--- src/rtl/core/lcsm_pkg.sv ---
// Types, codes and helpers of the lease client state machine
package lcsm_pkg;

	localparam logic [1:0] CMD_START   = 2'd0;
	localparam logic [1:0] CMD_MSG     = 2'd1;
	localparam logic [1:0] CMD_TICK    = 2'd2;
	localparam logic [1:0] CMD_RELEASE = 2'd3;

	localparam logic [1:0] MT_OFFER = 2'd0;
	localparam logic [1:0] MT_ACK   = 2'd1;

	localparam logic [2:0] KIND_START   = 3'd0;
	localparam logic [2:0] KIND_OFFER   = 3'd1;
	localparam logic [2:0] KIND_ACK     = 3'd2;
	localparam logic [2:0] KIND_OTHER   = 3'd3;
	localparam logic [2:0] KIND_TICK    = 3'd4;
	localparam logic [2:0] KIND_RELEASE = 3'd5;

	localparam logic [2:0] PH_INIT    = 3'd0;
	localparam logic [2:0] PH_WOFFER  = 3'd1;
	localparam logic [2:0] PH_WACK    = 3'd2;
	localparam logic [2:0] PH_INUSE   = 3'd3;
	localparam logic [2:0] PH_WOFFER2 = 3'd4;
	localparam logic [2:0] PH_WACK2   = 3'd5;
	localparam logic [2:0] PH_WEXT    = 3'd6;

	localparam logic [2:0] EV_NONE     = 3'd0;
	localparam logic [2:0] EV_REFUSED  = 3'd1;
	localparam logic [2:0] EV_WRONG    = 3'd2;
	localparam logic [2:0] EV_TIMEOUT  = 3'd3;
	localparam logic [2:0] EV_NOLEASE  = 3'd4;
	localparam logic [2:0] EV_RELEASED = 3'd5;
	localparam logic [2:0] EV_IGNORED  = 3'd6;

	localparam logic [1:0] SEND_DISC    = 2'd0;
	localparam logic [1:0] SEND_REQUEST = 2'd1;
	localparam logic [1:0] SEND_RELEASE = 2'd2;

	localparam logic [1:0] CODE_NONE   = 2'd0;
	localparam logic [1:0] CODE_FIRST  = 2'd1;
	localparam logic [1:0] CODE_EXTEND = 2'd2;

	localparam logic [15:0] WAIT_TIMEOUT_RST = 16'd10;

	typedef struct packed {
		logic [2:0]  kind;
		logic        granted;
		logic [31:0] addr;
		logic [31:0] mask;
		logic [15:0] ticks;
	} lcsm_item_t;

	typedef struct packed {
		logic        stopped;
		logic [2:0]  event_code;
		logic [2:0]  client_state;
		logic [31:0] send_mask;
		logic [31:0] send_addr;
		logic [15:0] send_time;
		logic [1:0]  send_code;
		logic [1:0]  send_type;
		logic        send_valid;
	} lcsm_result_t;

	function automatic logic [31:0] swap32(input logic [31:0] v);
		return {v[7:0], v[15:8], v[23:16], v[31:24]};
	endfunction

endpackage

--- src/rtl/core/lcsm_front.sv ---
// Front end: accept requests and classify them into queue items
module lcsm_front import lcsm_pkg::*; (
	input  logic        s_tvalid,
	output logic        s_tready,
	input  logic [95:0] s_tdata,
	input  logic [1:0]  s_tuser,
	input  logic        q_full,
	output logic        q_push,
	output lcsm_item_t  q_item
);

	logic [1:0] msg_type;

	assign msg_type = s_tdata[1:0];
	assign s_tready = !q_full;
	assign q_push   = s_tvalid && !q_full;

	always_comb begin
		q_item.granted = (s_tdata[9:2] == 8'd0);
		q_item.addr    = s_tdata[41:10];
		q_item.mask    = s_tdata[73:42];
		q_item.ticks   = s_tdata[89:74];
		unique case (s_tuser)
			CMD_START:   q_item.kind = KIND_START;
			CMD_MSG: begin
				if (msg_type == MT_OFFER)
					q_item.kind = KIND_OFFER;
				else if (msg_type == MT_ACK)
					q_item.kind = KIND_ACK;
				else
					q_item.kind = KIND_OTHER;
			end
			CMD_TICK:    q_item.kind = KIND_TICK;
			CMD_RELEASE: q_item.kind = KIND_RELEASE;
			default:     q_item.kind = KIND_TICK;
		endcase
	end

endmodule

--- src/rtl/core/lcsm_queue.sv ---
// Short queue of classified requests between front and back ends
module lcsm_queue import lcsm_pkg::*; #(
	parameter int DEPTH = 2
) (
	input  logic       clk,
	input  logic       arst_n,
	input  logic       push,
	input  lcsm_item_t push_item,
	output logic       full,
	input  logic       pop,
	output logic       valid,
	output lcsm_item_t head_item
);

	localparam int PW = (DEPTH > 1) ? $clog2(DEPTH) : 1;
	localparam int CW = $clog2(DEPTH + 1);

	lcsm_item_t    entry_q [DEPTH];
	logic [PW-1:0] wr_ptr_q;
	logic [PW-1:0] rd_ptr_q;
	logic [CW-1:0] count_q;
	logic          do_push;
	logic          do_pop;

	assign full      = (count_q == CW'(DEPTH));
	assign valid     = (count_q != '0);
	assign do_push   = push && !full;
	assign do_pop    = pop && valid;
	assign head_item = entry_q[rd_ptr_q];

	function automatic logic [PW-1:0] next_ptr(input logic [PW-1:0] p);
		return (p == PW'(DEPTH - 1)) ? '0 : p + PW'(1);
	endfunction

	always_ff @(posedge clk or negedge arst_n) begin
		if (!arst_n) begin
			wr_ptr_q <= '0;
			rd_ptr_q <= '0;
			count_q  <= '0;
		end else begin
			if (do_push)
				wr_ptr_q <= next_ptr(wr_ptr_q);
			if (do_pop)
				rd_ptr_q <= next_ptr(rd_ptr_q);
			if (do_push && !do_pop)
				count_q <= count_q + CW'(1);
			else if (do_pop && !do_push)
				count_q <= count_q - CW'(1);
		end
	end

	always_ff @(posedge clk) begin
		if (do_push)
			entry_q[wr_ptr_q] <= push_item;
	end

endmodule

--- src/rtl/core/lcsm_back.sv ---
// Back end: lease state machine, countdown and result register
module lcsm_back import lcsm_pkg::*; (
	input  logic         clk,
	input  logic         arst_n,
	input  logic         cfg_we,
	input  logic [15:0]  cfg_wdata,
	input  logic         q_valid,
	input  lcsm_item_t   q_item,
	output logic         q_pop,
	output logic         out_valid,
	input  logic         out_ready,
	output lcsm_result_t out_result
);

	logic [15:0]  wait_timeout_q;
	logic [2:0]   phase_q;
	logic [15:0]  countdown_q;
	logic [31:0]  lease_addr_q;
	logic [31:0]  lease_mask_q;
	logic [15:0]  granted_q;
	logic [15:0]  last_time_q;
	logic         halted_q;
	logic         out_valid_q;
	lcsm_result_t res_q;

	logic [2:0]   ph_n;
	logic [15:0]  cd_n;
	logic [15:0]  cd_dec;
	logic [31:0]  addr_n;
	logic [31:0]  mask_n;
	logic [15:0]  gr_n;
	logic [15:0]  lt_n;
	logic         halt_n;
	logic [2:0]   ev;
	lcsm_result_t res;

	assign q_pop      = q_valid && (!out_valid_q || out_ready);
	assign out_valid  = out_valid_q;
	assign out_result = res_q;
	assign cd_dec     = (countdown_q != 16'd0) ? countdown_q - 16'd1 : 16'd0;

	always_comb begin
		ph_n   = phase_q;
		cd_n   = countdown_q;
		addr_n = lease_addr_q;
		mask_n = lease_mask_q;
		gr_n   = granted_q;
		lt_n   = last_time_q;
		halt_n = halted_q;
		ev     = EV_NONE;
		res    = '0;
		if (halted_q) begin
			ev = EV_IGNORED;
		end else begin
			unique case (q_item.kind)
				KIND_START: begin
					if (phase_q == PH_INIT) begin
						res.send_valid = 1'b1;
						res.send_type  = SEND_DISC;
						res.send_code  = CODE_NONE;
						cd_n           = wait_timeout_q;
						ph_n           = PH_WOFFER;
					end else begin
						ev = EV_IGNORED;
					end
				end
				KIND_OFFER, KIND_ACK, KIND_OTHER: begin
					lt_n = q_item.ticks;
					priority if (phase_q == PH_WOFFER || phase_q == PH_WOFFER2) begin
						if (q_item.kind != KIND_OFFER) begin
							halt_n = 1'b1;
							ev     = EV_WRONG;
						end else if (!q_item.granted) begin
							ev = EV_REFUSED;
						end else begin
							addr_n         = swap32(q_item.addr);
							mask_n         = swap32(q_item.mask);
							res.send_valid = 1'b1;
							res.send_type  = SEND_REQUEST;
							res.send_code  = CODE_FIRST;
							res.send_time  = q_item.ticks;
							res.send_addr  = q_item.addr;
							res.send_mask  = q_item.mask;
							ph_n           = PH_WACK;
						end
					end else if (phase_q == PH_WACK || phase_q == PH_WEXT ||
							phase_q == PH_INUSE || phase_q == PH_WACK2) begin
						if (q_item.kind != KIND_ACK) begin
							halt_n = 1'b1;
							ev     = EV_WRONG;
						end else if (!q_item.granted) begin
							ev = EV_REFUSED;
						end else begin
							addr_n = q_item.addr;
							mask_n = q_item.mask;
							if (phase_q == PH_WACK || phase_q == PH_WEXT)
								gr_n = q_item.ticks;
							cd_n = {1'b0, q_item.ticks[15:1]};
							ph_n = PH_INUSE;
						end
					end else begin
						halt_n = 1'b1;
						ev     = EV_WRONG;
					end
				end
				KIND_TICK: begin
					cd_n = cd_dec;
					if (cd_dec == 16'd0) begin
						unique case (phase_q)
							PH_WOFFER: begin
								res.send_valid = 1'b1;
								res.send_type  = SEND_DISC;
								res.send_code  = CODE_EXTEND;
								cd_n           = wait_timeout_q;
								ph_n           = PH_WOFFER2;
								ev             = EV_TIMEOUT;
							end
							PH_WACK: begin
								res.send_valid = 1'b1;
								res.send_type  = SEND_REQUEST;
								res.send_code  = CODE_FIRST;
								res.send_time  = last_time_q;
								res.send_addr  = swap32(lease_addr_q);
								res.send_mask  = swap32(lease_mask_q);
								cd_n           = wait_timeout_q;
								ph_n           = PH_WACK2;
								ev             = EV_TIMEOUT;
							end
							PH_INUSE: begin
								res.send_valid = 1'b1;
								res.send_type  = SEND_REQUEST;
								res.send_code  = CODE_EXTEND;
								res.send_time  = granted_q;
								res.send_addr  = lease_addr_q;
								res.send_mask  = lease_mask_q;
								cd_n           = {1'b0, granted_q[15:1]};
								ph_n           = PH_WACK2;
							end
							PH_WOFFER2, PH_WACK2, PH_WEXT: begin
								halt_n = 1'b1;
								ev     = EV_TIMEOUT;
							end
							default: begin
								ev = EV_NONE;
							end
						endcase
					end
				end
				KIND_RELEASE: begin
					if (phase_q == PH_INUSE || phase_q == PH_WEXT) begin
						res.send_valid = 1'b1;
						res.send_type  = SEND_RELEASE;
						res.send_code  = CODE_NONE;
						res.send_addr  = lease_addr_q;
						ev             = EV_RELEASED;
					end else begin
						ev = EV_NOLEASE;
					end
					halt_n = 1'b1;
				end
				default: begin
					ev = EV_NONE;
				end
			endcase
		end
		res.client_state = ph_n;
		res.event_code   = ev;
		res.stopped      = halt_n;
	end

	always_ff @(posedge clk or negedge arst_n) begin
		if (!arst_n) begin
			wait_timeout_q <= WAIT_TIMEOUT_RST;
			phase_q        <= PH_INIT;
			countdown_q    <= WAIT_TIMEOUT_RST;
			lease_addr_q   <= '0;
			lease_mask_q   <= '0;
			granted_q      <= '0;
			last_time_q    <= '0;
			halted_q       <= 1'b0;
			out_valid_q    <= 1'b0;
		end else begin
			if (cfg_we)
				wait_timeout_q <= cfg_wdata;
			if (q_pop) begin
				phase_q      <= ph_n;
				countdown_q  <= cd_n;
				lease_addr_q <= addr_n;
				lease_mask_q <= mask_n;
				granted_q    <= gr_n;
				last_time_q  <= lt_n;
				halted_q     <= halt_n;
				out_valid_q  <= 1'b1;
			end else if (out_ready) begin
				out_valid_q <= 1'b0;
			end
		end
	end

	always_ff @(posedge clk) begin
		if (q_pop)
			res_q <= res;
	end

endmodule

--- src/rtl/core/lease_client_state_machine_unit.sv ---
// Top level of the lease client state machine
// Takes one request per cycle while the queue has room and returns exactly one
// result per request, in order; the sustained rate is one request per cycle
// while m_tready is high. An accepted request is written into the queue, then
// the back end pops it and registers its result. A QUEUE_DEPTH-entry queue lets
// requests keep arriving while a result waits on m_tready. The wait timeout
// register (reset 10) is written through cfg_we/cfg_wdata; the user must write
// it only while no request is pending, as the block does not enforce this.
module lease_client_state_machine_unit import lcsm_pkg::*; #(
	parameter int QUEUE_DEPTH = 2
) (
	input  logic        clk,
	input  logic        arst_n,
	input  logic        cfg_we,
	input  logic [15:0] cfg_wdata,
	input  logic        s_tvalid,
	output logic        s_tready,
	// msg_type[1:0], msg_code[9:2], offered_addr[41:10], offered_mask[73:42],
	// offered_time[89:74], zero fill
	input  logic [95:0] s_tdata,
	// cmd[1:0]
	input  logic [1:0]  s_tuser,
	output logic        m_tvalid,
	input  logic        m_tready,
	// send_valid[0], send_type[2:1], send_code[4:3], send_time[20:5],
	// send_addr[52:21], send_mask[84:53], client_state[87:85],
	// event_code[90:88], stopped[91], zero fill
	output logic [95:0] m_tdata
);

	lcsm_item_t   push_item;
	lcsm_item_t   head_item;
	lcsm_result_t result;
	logic         q_push;
	logic         q_full;
	logic         q_valid;
	logic         q_pop;

	lcsm_front u_front (
		.s_tvalid (s_tvalid),
		.s_tready (s_tready),
		.s_tdata  (s_tdata),
		.s_tuser  (s_tuser),
		.q_full   (q_full),
		.q_push   (q_push),
		.q_item   (push_item)
	);

	lcsm_queue #(
		.DEPTH (QUEUE_DEPTH)
	) u_queue (
		.clk       (clk),
		.arst_n    (arst_n),
		.push      (q_push),
		.push_item (push_item),
		.full      (q_full),
		.pop       (q_pop),
		.valid     (q_valid),
		.head_item (head_item)
	);

	lcsm_back u_back (
		.clk        (clk),
		.arst_n     (arst_n),
		.cfg_we     (cfg_we),
		.cfg_wdata  (cfg_wdata),
		.q_valid    (q_valid),
		.q_item     (head_item),
		.q_pop      (q_pop),
		.out_valid  (m_tvalid),
		.out_ready  (m_tready),
		.out_result (result)
	);

	assign m_tdata = {4'd0, result};

endmodule

--- config.mk ---
export PLATFORM = sky130hd
export DESIGN_NAME = lease_client_state_machine_unit
export DESIGN_NICKNAME = d
export VERILOG_FILES = /design/src/rtl/core/lcsm_pkg.sv /design/src/rtl/core/lcsm_front.sv /design/src/rtl/core/lcsm_queue.sv /design/src/rtl/core/lcsm_back.sv /design/src/rtl/core/lease_client_state_machine_unit.sv
export SDC_FILE = /design/constraint.sdc
export NUM_CORES = 1
export LEC_CHECK = 0
export ABC_AREA = 1
export BUFFER_PORTS_ARGS = -buffer_cell sky130_fd_sc_hd__buf_2
export CAP_MARGIN = 20
export CORE_MARGIN = 2
export CORE_UTILIZATION = 53
export CTS_CLUSTER_DIAMETER = 100
export DETAILED_ROUTE_END_ITERATION = 10
export GPL_ROUTABILITY_DRIVEN = 0
export PLACE_DENSITY_LB_ADDON = 0.2
export SETUP_SLACK_MARGIN = 0.2
export SYNTH_ARGS = -nofsm -noshare
export SYNTH_HDL_FRONTEND = slang
export SYNTH_SLANG_ARGS = --single-unit
--- constraint.sdc ---
create_clock -name clk -period 4.9 [get_ports clk]
set_input_delay 0.49 -clock clk [delete_from_list [all_inputs] [get_ports clk]]
set_output_delay 0.49 -clock clk [all_outputs]
set_load 0.005 [all_outputs]
==> results list, run 1 <==
- Status: complete, no violations
* Area growth from synthesis to final layout: 14.34%
- The count of buffers added on input and output ports is 206.
- For this run, the leading register cell type out of synthesis is sky130_fd_sc_hd__edfxtp_1.
* Drt first-iter violations: roughly 1300
- Critical path endpoint category: flip-flop
* Final setup fails: 0
* Count of different cell masters after synthesis: 49
- The min-delay analysis places its worst path in the category input port to flip-flop.
- Before antenna repair, the detailed router went through 5 iterations.
- Design Power: 12300 uW
- For this design the top-level I/O count stands at 217.
* Flip-flop and latch count after synthesis: 397
- The critical path is of the flip-flop to flip-flop type.
- Summed over all failing endpoints, the final setup total negative slack is 0 ps.
- The number of antenna diodes in the final layout is 0.
- Arrival time at the worst endpoint: 3580 ps
- Insertion delay to the later sink of the worst-skew pair: 570 ps
* Clock Sinks: 397
- Routed wirelength normalized by instance count: approximately 19 um
* Vias: 14807
* GRT Overall Usage: 26.10%
- Hold timing on the final database bottoms out at a slack of 115.3 ps.
- Summed over its instances, the top area cell type makes up 40.96% of the synthesized netlist area.
- Share of the yosys chip area belonging to registers: approximately 59%
* Worst-margin pin slew: around 1000 ps
* PostCTS Resize Cnt: 0
* Number of flops mapped to enable cells by yosys: 260
- In this run, CTS created clock tree buffers numbering 43.
- Number of setup buffers added after CTS: 0
* Element type at the critical path start: flip-flop
- In the final layout, the share of cells above drive strength 1 is 21.32%.
- Starting density of the core: a little over half
* Average vias per placed instance: approximately 5.7
- Count of filler cells inserted in the layout: 2944
- Rel. slew slack: 31.08%
- Syn Inst Count: 1928
- Sum of net half-perimeters after detailed placement: 30.22 mm
- Max Clk Rate: about 320 MHz
* CTS tree: done
- Clock skew on the completed layout was measured at 16.59 ps.
- Residual antenna-violating net count after detailed routing: 0
- Entering global routing, the biggest net connects between 100 and 150 pins.
* Net count reported at finish: between 2000 and 2500
- Maximum fanout along the worst path: approximately 130
- Highest ir drop seen on vdd: 0.3212 mV
* Standard-cell rows: 69
* Setup repair after global routing missed its margin: no
- Routed Wire Length: 48.78 mm
- Die height: 193.6 um
- Most used standard cell by instance count after synthesis: sky130_fd_sc_hd__nand2_1
* Fraction of the cycle the final worst path needs: 63.68%
* Cell Area, Synth: about 0.019 mm2
- Remaining Overflow, GRT: 0
- Maximum count of clock buffers along a single path: 3
- DRC Markers: 0
- Share of flip-flops with an asynchronous set or reset: 34.51%
* Reg clk slew, reported paths: around 60 ps
- Mean cell area of the mapped netlist: 9.887 um2
- For this design the ratio of total power to cell area is roughly 560 mW/mm2.
- Leading post-synthesis cells by cell area: sky130_fd_sc_hd__edfxtp_1 (41%), sky130_fd_sc_hd__dfrtp_1 (17%), sky130_fd_sc_hd__nand2_1 (6.7%)
- Data required, critical path: between 5000 and 6000 ps
- Final Hold Violating Endpoints: 0
* Commonest cells in the netlist: sky130_fd_sc_hd__nand2_1 (339), sky130_fd_sc_hd__edfxtp_1 (260), sky130_fd_sc_hd__inv_1 (200)
- The number of global-route vias before repair came to around 15000.
- Maximum Capacitance Violations: 0
* Final critical path time including I/O delays and setup: 3120 ps
- CORE AREA: between 0.03 and 0.04 mm2
* CTS HTree Levels: 2
* Die width: 193.6 um
- Buffer cell driving the clock tree root: sky130_fd_sc_hd__clkbuf_16
* Die outline area: approximately 0.037 mm2
* Initial antenna violation count: 1
- LEAKAGE: between 0.009 and 0.01 uW
* Leading area contributor after synthesis: sky130_fd_sc_hd__edfxtp_1
- The count of final max-slew check failures was 0.
- The Yosys step of the flow raised 0 warnings.
- The first global-routing pass estimated approximately 78 mm of wire.
## repair_timing
action	in CTS	in global routing
hold buffers	1	0
hold endpoints to repair	66	0
endpoints found under the setup margin	0	0
## cells in the final DEF (no fill, tap or decap), types with 6 or more instances in the layout
cell type and n:
sky130_fd_sc_hd__inv_2 18, sky130_fd_sc_hd__inv_1 199, sky130_fd_sc_hd__buf_2 205, sky130_fd_sc_hd__nand3_1 89
sky130_fd_sc_hd__nor2_4 10, sky130_fd_sc_hd__nand4_1 11, sky130_fd_sc_hd__or2_2 49, sky130_fd_sc_hd__nor3_1 8
sky130_fd_sc_hd__buf_4 20, sky130_fd_sc_hd__mux2i_1 17, sky130_fd_sc_hd__a21oi_1 82, sky130_fd_sc_hd__clkbuf_16 43
sky130_fd_sc_hd__nand3_2 21, sky130_fd_sc_hd__dfrtp_1 131, sky130_fd_sc_hd__a211oi_1 13, sky130_fd_sc_hd__a31oi_1 15
sky130_fd_sc_hd__nand2_1 338, sky130_fd_sc_hd__o21ai_1 55, sky130_fd_sc_hd__or2_0 19, sky130_fd_sc_hd__clkbuf_8 7
sky130_fd_sc_hd__edfxtp_1 260, sky130_fd_sc_hd__clkbuf_1 11, sky130_fd_sc_hd__a22oi_1 8, sky130_fd_sc_hd__o211ai_2 19
sky130_fd_sc_hd__nor2_1 89, sky130_fd_sc_hd__o211ai_1 78, sky130_fd_sc_hd__o22ai_1 69, sky130_fd_sc_hd__clkinv_2 6
sky130_fd_sc_hd__o21ai_0 150, sky130_fd_sc_hd__nand2_2 8, sky130_fd_sc_hd__nor2_2 9
## worst paths after layout
path                                     start                        to  slack, ps  depth (start not counted)
max in group asynchronous               arst_n   u_back.lease_addr_q[26]       3340                          3
setup / recovery              u_queue.rd_ptr_q   u_back.lease_mask_q[29]       1780                         12
hold reg to reg            u_back.granted_q[0]       u_back.granted_q[0]        490                          2
setup reg to reg              u_queue.rd_ptr_q   u_back.lease_mask_q[29]       1780                         12
min in group asynchronous               arst_n  u_back.wait_timeout_q[7]        530                          2
hold / removal                     s_tdata[81]     u_queue.entry_q[1][7]        120                          1
## state kept, by name (all words and copies together), names as in the netlist
name / flops
u_queue.count_q: 2
u_back.lease_addr_q: 32
u_back.lease_mask_q: 32
u_back.phase_q: 3
u_back.out_valid: 1
u_back.out_result: 92
u_back.halted_q: 1
u_back.granted_q: 16
u_back.wait_timeout_q: 16
u_back.last_time_q: 16
u_back.countdown_q: 16
u_queue.entry_q: 168
u_queue.wr_ptr_q: 1
u_queue.rd_ptr_q: 1
## per-stage QoR
step	cell area (um2)	std cells	utilization [%]	setup slack [ps]
final	21800	2576	61.43	1780
after global routing	21800	2576	61.43	1499
after CTS	21770	2575	61.35	1779
after detailed placement	20330	2496	57.29	1799
after global placement	20330	2496	57.29	1880
after floorplan	19070	1931	-	247.2
## layout make-up
cell class	count	area, um2	share of cell area, %
clock inverter	17	215.2	0.9874
multi-input combinational	1190	6432	29.51
clock buffer	61	1214	5.568
timing repair buffer	231	1285	5.896
tap	461	576.8	2.646
inverter	219	827.0	3.794
sequential	397	11250	51.60
## power breakdown
group	total, uW	leakage, uW	internal (uW)	switching, uW
sequential	5020	0.00399	4650	378
clock	3310	0.000697	1990	1320
combinational	3960	0.00434	1130	2830
total	12300	0.00902	7770	4530
## routing by layer
layer | track usage [%] | vias to the layer above | share of wire, %
li1 | - | 6976 | -
met1 | 35.32 | 7124 | 42
met2 | 42.21 | 601 | 47
met3 | 3.966 | 104 | 6.8
met4 | 11.25 | 2 | 3.7
met5 | 0 | - | 0.014
## worst max-delay path, cell delays in order (launching register included)
cell and delay (ps):
sky130_fd_sc_hd__dfrtp_4 510, sky130_fd_sc_hd__inv_2 120, sky130_fd_sc_hd__nand2_1 60, sky130_fd_sc_hd__nand2_1 140
sky130_fd_sc_hd__inv_2 60, sky130_fd_sc_hd__nand2_2 130, sky130_fd_sc_hd__nand2_4 200, sky130_fd_sc_hd__inv_2 160
sky130_fd_sc_hd__nand2_2 380, sky130_fd_sc_hd__nor3_2 380, sky130_fd_sc_hd__buf_12 430, sky130_fd_sc_hd__o211ai_1 190
sky130_fd_sc_hd__o21ai_0 140
## cell families after synthesis
logic type | share of synthesized area (%)
AND/OR/NAND/NOR | 16.06
AO/OA/AOI/OAI | 15.98
flip-flops | 58.97
buffers and inverters | 7.516
multiplexers | 1.070
XOR/XNOR | 0.1838
adder cells (fa/ha/maj) | 0.1969
other | 0.01967
Note: power is estimated with default switching activity, not from simulation.
==> run 2, diff against run 1 <==
- CORE_UTILIZATION: 53 -> 55
- clock period: 4.9 -> 2.9 ns (I/O delays scaled with it)
==> results list, run 2 (synthesis gave the netlist of run 1 again) <==
- Max layer used: met4
- Met1 layer wirelength in the final routing: between 20 and 25 mm
* Power density over the cells: 914.5 mW/mm2
* R2r startpoint: u_back.countdown_q[10]
* Data required, critical path: around 3300 ps
* GRT Overall Usage: 27.98%
- Capture instance of the worst register-to-register path: u_back.out_result[8]
- Timing would allow up to 388.0 MHz.
* Standard-cell rows: approximately 70
- Worst slack at placement: 175.6 ps
* Via count of the first global-routing pass: 15332
* Clock Sinks: 397
- Global routing finished with a remaining overflow of 0.
* Highest ir drop seen on vdd: between 0.7 and 0.8 mV
- At the worst endpoint, the arrival time is about 2900 ps.
- Insertion delay to the later sink of the worst-skew pair: 570 ps
- Area growth from synthesis to final layout: 22.96%
- Counting the buffers created by CTS gives 43.
- Critical path endpoint category: flip-flop
- The critical path is of the flip-flop to flip-flop type.
* Net switching power figure: 7965 uW
- Element type at the critical path start: flip-flop
- Internal Pwr Total: around 13000 uW
- Drt first-iter violations: 1288
* Buffer cell driving the clock tree root: sky130_fd_sc_hd__clkbuf_16
* Critical path startpoint: u_back.countdown_q[10]
* Fraction of final layout cells with drive strength greater than 1: approximately a quarter
* Flop pwr share: between 30% and 40%
* Summed negative setup slack over all endpoints: 0 ps
- Maximum count of clock buffers along a single path: 3
- Most frequent cells in the layout: sky130_fd_sc_hd__nand2_1 (337), sky130_fd_sc_hd__edfxtp_1 (260), sky130_fd_sc_hd__buf_2 (205)
- The initial antenna violation count came to 0.
- Vias: 15513
- Classification of the worst-slack hold path: input port to flip-flop
* Clk network pwr share: roughly a quarter
- Maximum Capacitance Violations: 0
- Number of flip-flops under the largest register name: 168
* Non-Filler Instances: 2702
* Status: complete, no violations
- Detailed routing placed a total of around 3.4 mm of wire on met3.
- Clock skew on the completed layout was measured at between 20 and 25 ps.
- DRC Markers: 0
- The first global-routing pass estimated 79.38 mm of wire.
- Final Hold Violating Endpoints: 0
- Summed over all cells, the static leakage comes to between 0.009 and 0.01 uW.
* Final setup fails: 0
* Average vias per placed instance: 5.741
- In the final routed layout, each cell accounts on average for approximately 19 um.
* Met2 routed WL: ~25 mm
- Die outline area: ~0.036 mm2
- u_queue.entry_q holds more flip-flops than any other register.
- Final critical path time including I/O delays and setup: 2577 ps
* Minimum setup slack in the final design: 322.9 ps
- Across all register-to-register paths, the minimum setup slack is 320 ps.
* Residual antenna-violating net count after detailed routing: 0
* Rel. slew slack: 36.62%
* Maximum fanout along the worst path: 10
* Die width: 190.2 um
* CTS tree: done
* Net count reported at finish: around 2300
- The first detailed-routing pass took 5 iterations.
* Ports: 217
- Pin count of the biggest net entering global routing: between 90 and 100
- For the pin with the worst max-slew slack, the measured transition is about 950 ps.
- Total count of max-transition violations in the final report: 0
- Input and output buffers added on the ports amount to 206.
* Fin Hold WS: 15.64 ps
- CTS HTree Levels: 2
- Routed Wire Length: 50.94 mm
* Final standard cell utilization of the core: 68.19%
* Reg clk slew, reported paths: 60 ps
- The critical path ends at u_back.out_result[8].
* Placed Cells: 2515
- Once the floorplan was initialized, standard cells occupied a little under three fifths of the core.
- Measured in cells, the most critical reg-to-reg path has a length of 12.
* CORE AREA: 0.03437 mm2
- Combinational cell fraction of total power: 34.1%
* Net Sw Frac: 37.16%
* Die height: 190.2 um
* Fraction of the cycle the final worst path needs: 88.87%
- Detailed placement finished with a half-perimeter wire length of 31.84 mm.
* Setup repair after global routing missed its margin: yes
- Leaving out fill and tap cells, the most frequent cell in the layout is sky130_fd_sc_hd__nand2_1.
[run 2: changes by cell type in the layout (fill, tap and decap cells not counted), moves of 5 or more]
cell / previous run / this run
sky130_fd_sc_hd__buf_4: 20 / 33
sky130_fd_sc_hd__nand3_1: 89 / 82
sky130_fd_sc_hd__clkbuf_1: 11 / 6
sky130_fd_sc_hd__clkbuf_8: 7 / 13
sky130_fd_sc_hd__a211oi_1: 13 / 3
sky130_fd_sc_hd__buf_12: 3 / 22
sky130_fd_sc_hd__nor2_1: 89 / 82
sky130_fd_sc_hd__dlygate4sd3_1: 1 / 97
sky130_fd_sc_hd__a211oi_2: 5 / 15
sky130_fd_sc_hd__nor2_2: 9 / 16
sky130_fd_sc_hd__nand3_2: 21 / 27
[run 2: repair_timing]
action	CTS	global route
setup buffers	3	4
pin swaps	0	6
resized for setup	3	26
hold buffers	97	0
gates cloned	0	3
hold endpoints to repair	233	0
setup endpoints to repair	14	116
[run 2: critical path: stages (launching register included)]
cell and delay, ps:
sky130_fd_sc_hd__dfrtp_1 430, sky130_fd_sc_hd__nor2_2 190, sky130_fd_sc_hd__nand2_1 140, sky130_fd_sc_hd__nor2_2 140, sky130_fd_sc_hd__nand2_2 160, sky130_fd_sc_hd__o21ai_0 150, sky130_fd_sc_hd__nand3_1 140, sky130_fd_sc_hd__nor2_2 190
sky130_fd_sc_hd__nand3_4 170, sky130_fd_sc_hd__inv_8 150, sky130_fd_sc_hd__buf_4 130, sky130_fd_sc_hd__nand3_1 60, sky130_fd_sc_hd__a21oi_1 290
[run 2: through the flow]
step,area [um2],total power [uW]
floorplan,19240,12980
global placement,20810,15440
detailed placement,20810,15660
CTS,23290,21380
global route,23440,22550
finish,23440,21440
[run 2: final cells by class]
cell class / count / area, um2
multi-input combinational: 1192 / 6614
clock buffer: 64 / 1328
clock inverter: 15 / 137.6
timing repair inverter: 1 / 6.256
tap: 455 / 569.3
sequential: 397 / 11250
inverter: 219 / 839.6
timing repair buffer: 358 / 2696
fill: 2586 / 10930
antenna: 1 / 2.502
[run 2: worst min-delay path by stage]
stage                            start                        to  cells past startpoint
after global routing      cfg_wdata[1]  u_back.wait_timeout_q[1]                      3
after detailed placement        arst_n        u_queue.count_q[0]                      1
final                     cfg_wdata[1]  u_back.wait_timeout_q[1]                      3
after global placement          arst_n        u_queue.count_q[0]                      1
after floorplan                 arst_n     u_back.countdown_q[0]                      0
after CTS                 cfg_wdata[1]  u_back.wait_timeout_q[1]                      3
[run 2: routing by layer]
metal  vias to the layer above  GRT usage [%]
li1                       7248              -
met1                      7471          36.06
met2                       663          47.63
met3                       131          3.985
met4                         0          11.75
met5                         -              0
[run 2: power by group through the flow]
stage	logic, uW	registers, uW	clock network, uW
4_1_cts	7200	8520	5650
5_1_grt	8030	8660	5860
6_report	7300	8540	5590
3_5_place_dp	7060	8600	0
2_1_floorplan	4500	8480	0
3_3_place_gp	6870	8570	0
==> run 3, diff against run 2 <==
- ABC_AREA: 1 -> default
==> results list, run 3 <==
* CTS buffer count: 43
- The number of global-route vias before repair came to 13131.
* Setup repair after global routing missed its margin: yes
- For this run, the register share of the synthesized area comes to 62.73%.
* Die width: 184.5 um
- Critical path endpoint category: flip-flop
- After filler insertion, the fill cell instance count of the layout stands at 2178.
- CTS HTree Levels: 2
- The cell that appears most often on the critical path is sky130_fd_sc_hd__buf_12.
- The initial antenna violation count came to 2.
- Leading area contributor after synthesis: sky130_fd_sc_hd__edfxtp_1
- Power density over the cells: 884.8 mW/mm2
- Number of flip-flops under the largest register name: ~170
- Vias: 13347
- Max-cap violations in this run came to 0.
* Share of flip-flops with an asynchronous set or reset: 34.51%
- Tracing the worst setup path back leads to its startpoint at u_back.countdown_q[1].
* Leading post-synthesis cells by cell area: sky130_fd_sc_hd__edfxtp_1 (44%), sky130_fd_sc_hd__dfrtp_1 (19%), sky130_fd_sc_hd__mux2_2 (5.3%)
- Signal routing reaches up to met4.
* Flip-flop and latch count after synthesis: 397
- For the worst flop-to-flop path, the logic depth is 9.
* Final critical path time including I/O delays and setup: 2836 ps
- The first global-routing pass estimated 71.75 mm of wire.
* Data required, critical path: around 3300 ps
* Routed wirelength normalized by instance count: 20.96 um
- Global routing finished with a remaining overflow of 0.
- Fraction of the cycle the final worst path needs: 97.78%
- Reg clk slew, reported paths: 60 ps
- For the final database, setup skew stands at 12.45 ps.
* Final Hold Violating Endpoints: 0
* Residual antenna-violating net count after detailed routing: 0
* Maximum fanout along the worst path: 8
- Routed Wire Length: 47.01 mm
* Clk network pwr share: 26.8%
- After the first detailed-routing iteration, the DRC count stood at 1340.
* Summed negative setup slack over all endpoints: 0 ps
- Met1 layer wirelength in the final routing: 18.83 mm
* Master of the slowest instance on the critical path: sky130_fd_sc_hd__or4_4
* LEAKAGE: 0.009411 uW
- On the worst path, the slowest cell contributes a delay of 570 ps.
- Average vias per placed instance: 5.951
- Element type at the critical path start: flip-flop
- Entering global routing, the biggest net connects 129 pins.
* Cell Area, Synth: 0.01792 mm2
- Insertion delay to the later sink of the worst-skew pair: approximately 550 ps
* Combinational cell fraction of total power: about a third
* Area growth from synthesis to final layout: 28.86%
- Rel. slew slack: 43.41%
* Classification of the worst-slack hold path: input port to flip-flop
* Most used standard cell by instance count after synthesis: sky130_fd_sc_hd__edfxtp_1
* Register name with the most flops: u_queue.entry_q
- The worst register-to-register path has a setup slack of 60 ps.
- Max Clk Rate: 352.7 MHz
- A synthesized cell averages 12.77 um2.
* Standard-cell rows: 66
- Walking the worst path, the cells encountered are or4_4, nor4_4, xor2_2, buf_4, o41a_4, nor3_4, buf_12, buf_12, a221o_1.
* DRC Markers: 0
- After floorplanning, the core was sized to cover 0.03229 mm2.
- Of the post-synthesis cell area, the dominant cell type holds between 40% and 50%.
* Arrival time at the worst endpoint: 3240 ps
* Most frequently used flop master after synthesis: sky130_fd_sc_hd__edfxtp_1
- Capture instance of the worst register-to-register path: u_back.out_result[52]
- Status: complete, no violations
- Internal Pwr Total: roughly 14000 uW
- The startpoint identified for the worst hold timing path is m_tready.
* Net Sw Frac: 32.77%
- The post-route netlist has 31.26% of its cells at a drive strength greater than 1.
- Summing all multi-input logic gate instances after layout gives 0.006536 mm2.
- GRT Overall Usage: between 20% and 30%
- Counting instances, the worst hold path has a depth of 3.
* Net switching power figure: 6695 uW
* Net count reported at finish: 1886
- Summing internal, switching and leakage power gives roughly 20000 uW.
* Starting density of the core: a little under three fifths
- The routed design uses 23.09 mm of met2 wire.
- TritonCTS built the clock tree.
* Flop pwr share: 41.4%
* R2r startpoint: u_back.countdown_q[1]
- Maximum count of clock buffers along a single path: 3
- The die covers 0.03404 mm2.
* Count of input and output buffers: approximately 200
* Total number of yosys warnings: 0
- Leaving out fill and tap cells, the most frequent cells in the layout are sky130_fd_sc_hd__edfxtp_1 (260), sky130_fd_sc_hd__buf_2 (205), sky130_fd_sc_hd__dfrtp_1 (132).
* Setup CP Type: flip-flop to flip-flop
- Min-Delay Endpoint: u_back.out_valid
* Syn Inst Count: 1403
* Total count of max-transition violations in the final report: 0
* Count of different cell masters after synthesis: 76
- Detailed placement ended at an HPWL of 27.88 mm.
- Met3 layer wire length in the routed design: 3.728 mm
- around 220 I/O pins were placed.
* Die height: 184.5 um
- Clock Sinks: 397
- Highest ir drop seen on vdd: 0.5841 mV
* Drt pass-1 iters: 8
- Worst-margin pin slew: 848.9 ps
* Storage element area: roughly 0.011 mm2
* Final setup fails: 0
- Buffer cell driving the clock tree root: sky130_fd_sc_hd__clkbuf_16
- The commonest cells after synthesis are sky130_fd_sc_hd__edfxtp_1 (260), sky130_fd_sc_hd__dfrtp_1 (133), sky130_fd_sc_hd__nand2_1 (128).
- Number of flops mapped to enable cells by yosys: 260
* Most common library cell in the layout ignoring fill and taps: sky130_fd_sc_hd__edfxtp_1
-- run 3: cell count changes in the layout (fill, tap and decap cells not counted), sizes merged, moves of 58 or more --
cell,before,now
inv,218,11
mux2i,17,87
o21ai,207,135
or2,68,1
buf,261,320
mux2,3,85
nand2,348,128
a21oi,83,25
o22ai,69,1
nand3,110,16
o211ai,97,1
-- run 3: routing by layer --
| metal | vias to the layer above | global-route usage [%] |
|---|---|---|
| li1 | 6062 | - |
| met1 | 6555 | 36.80 |
| met3 | 111 | 4.584 |
| met2 | 619 | 45.49 |
| met4 | 0 | 9.824 |
| met5 | - | 0 |
-- run 3: timing repair --
item	CTS	global route
pin swaps	32	45
gates resized for setup	46	50
hold endpoints to repair	254	0
gates cloned	9	2
endpoints found under the setup margin	102	172
setup buffers	14	13
hold buffers	98	0
-- run 3: worst max-delay path by stage --
| stage | cells after the start | to |
|---|---|---|
| after global routing | 9 | u_back.out_result[30] |
| after global placement | 7 | u_back.out_result[21] |
| after floorplan | 7 | u_back.countdown_q[5] |
| final | 9 | u_back.out_result[52] |
| after CTS | 9 | u_back.out_result[61] |
| after detailed placement | 7 | u_back.out_result[22] |
-- run 3: cells by family (layout without fill, tap and decap cells) --
kind of cell / after synthesis / count (layout) / share of synthesized area (%)
AOI/OAI and AO/OA: 319 / 321 / 12.46
xor gates and xnor gates: 14 / 14 / 0.7262
adders and majority gates: 3 / 3 / 0.2095
buffers and inverters: 120 / 509 / 3.310
DFF: 397 / 397 / 62.73
muxes: 172 / 172 / 10.27
other: 1 / 7 / 0.02093
and+or+nand+nor: 377 / 378 / 10.28
-- run 3: critical path, delay by kind of cell (launching register included) --
family                    cells  cell delay, ps
AOI/OAI and AO/OA             2             600
xor gates and xnor gates      1             140
buffers and inverters         3             480
DFF                           1             390
and+or+nand+nor               3            1080
-- run 3: power groups by stage --
| stage | sequential (uW) | combinational, uW | clock, uW |
|---|---|---|---|
| global placement | 8470 | 5410 | 0 |
| floorplan | 8390 | 3540 | 0 |
| global route | 8570 | 7030 | 5800 |
| detailed placement | 8510 | 5520 | 0 |
| CTS | 8430 | 6110 | 5560 |
| finish | 8450 | 6500 | 5470 |
-- run 3: cell type report --
class,instances,share of cell area [%]
diodes,3,0.03251
clock buffers,58,5.213
clock inverters,21,1.002
inverters,11,0.1951
multi-input cells,892,28.31
flip-flops and latches,397,48.70
well taps,442,2.395
repair buffers,419,14.16
-- run 3: through the flow --
stage / utilization, % / setup WS (ps) / cell area [um2] / instances / hold slack [ps]
after detailed placement: 61.34 / -7.219 / 19810 / 2025 / 418.4
after CTS: 70.36 / 87.77 / 22720 / 2225 / 56.56
after global placement: 61.34 / 14.95 / 19810 / 2025 / 404.0
after floorplan: - / -303.2 / 18070 / 1406 / -5.591
after global routing: 71.51 / 22.44 / 23090 / 2242 / 146.5
final: 71.51 / 64.45 / 23090 / 2243 / 88.07
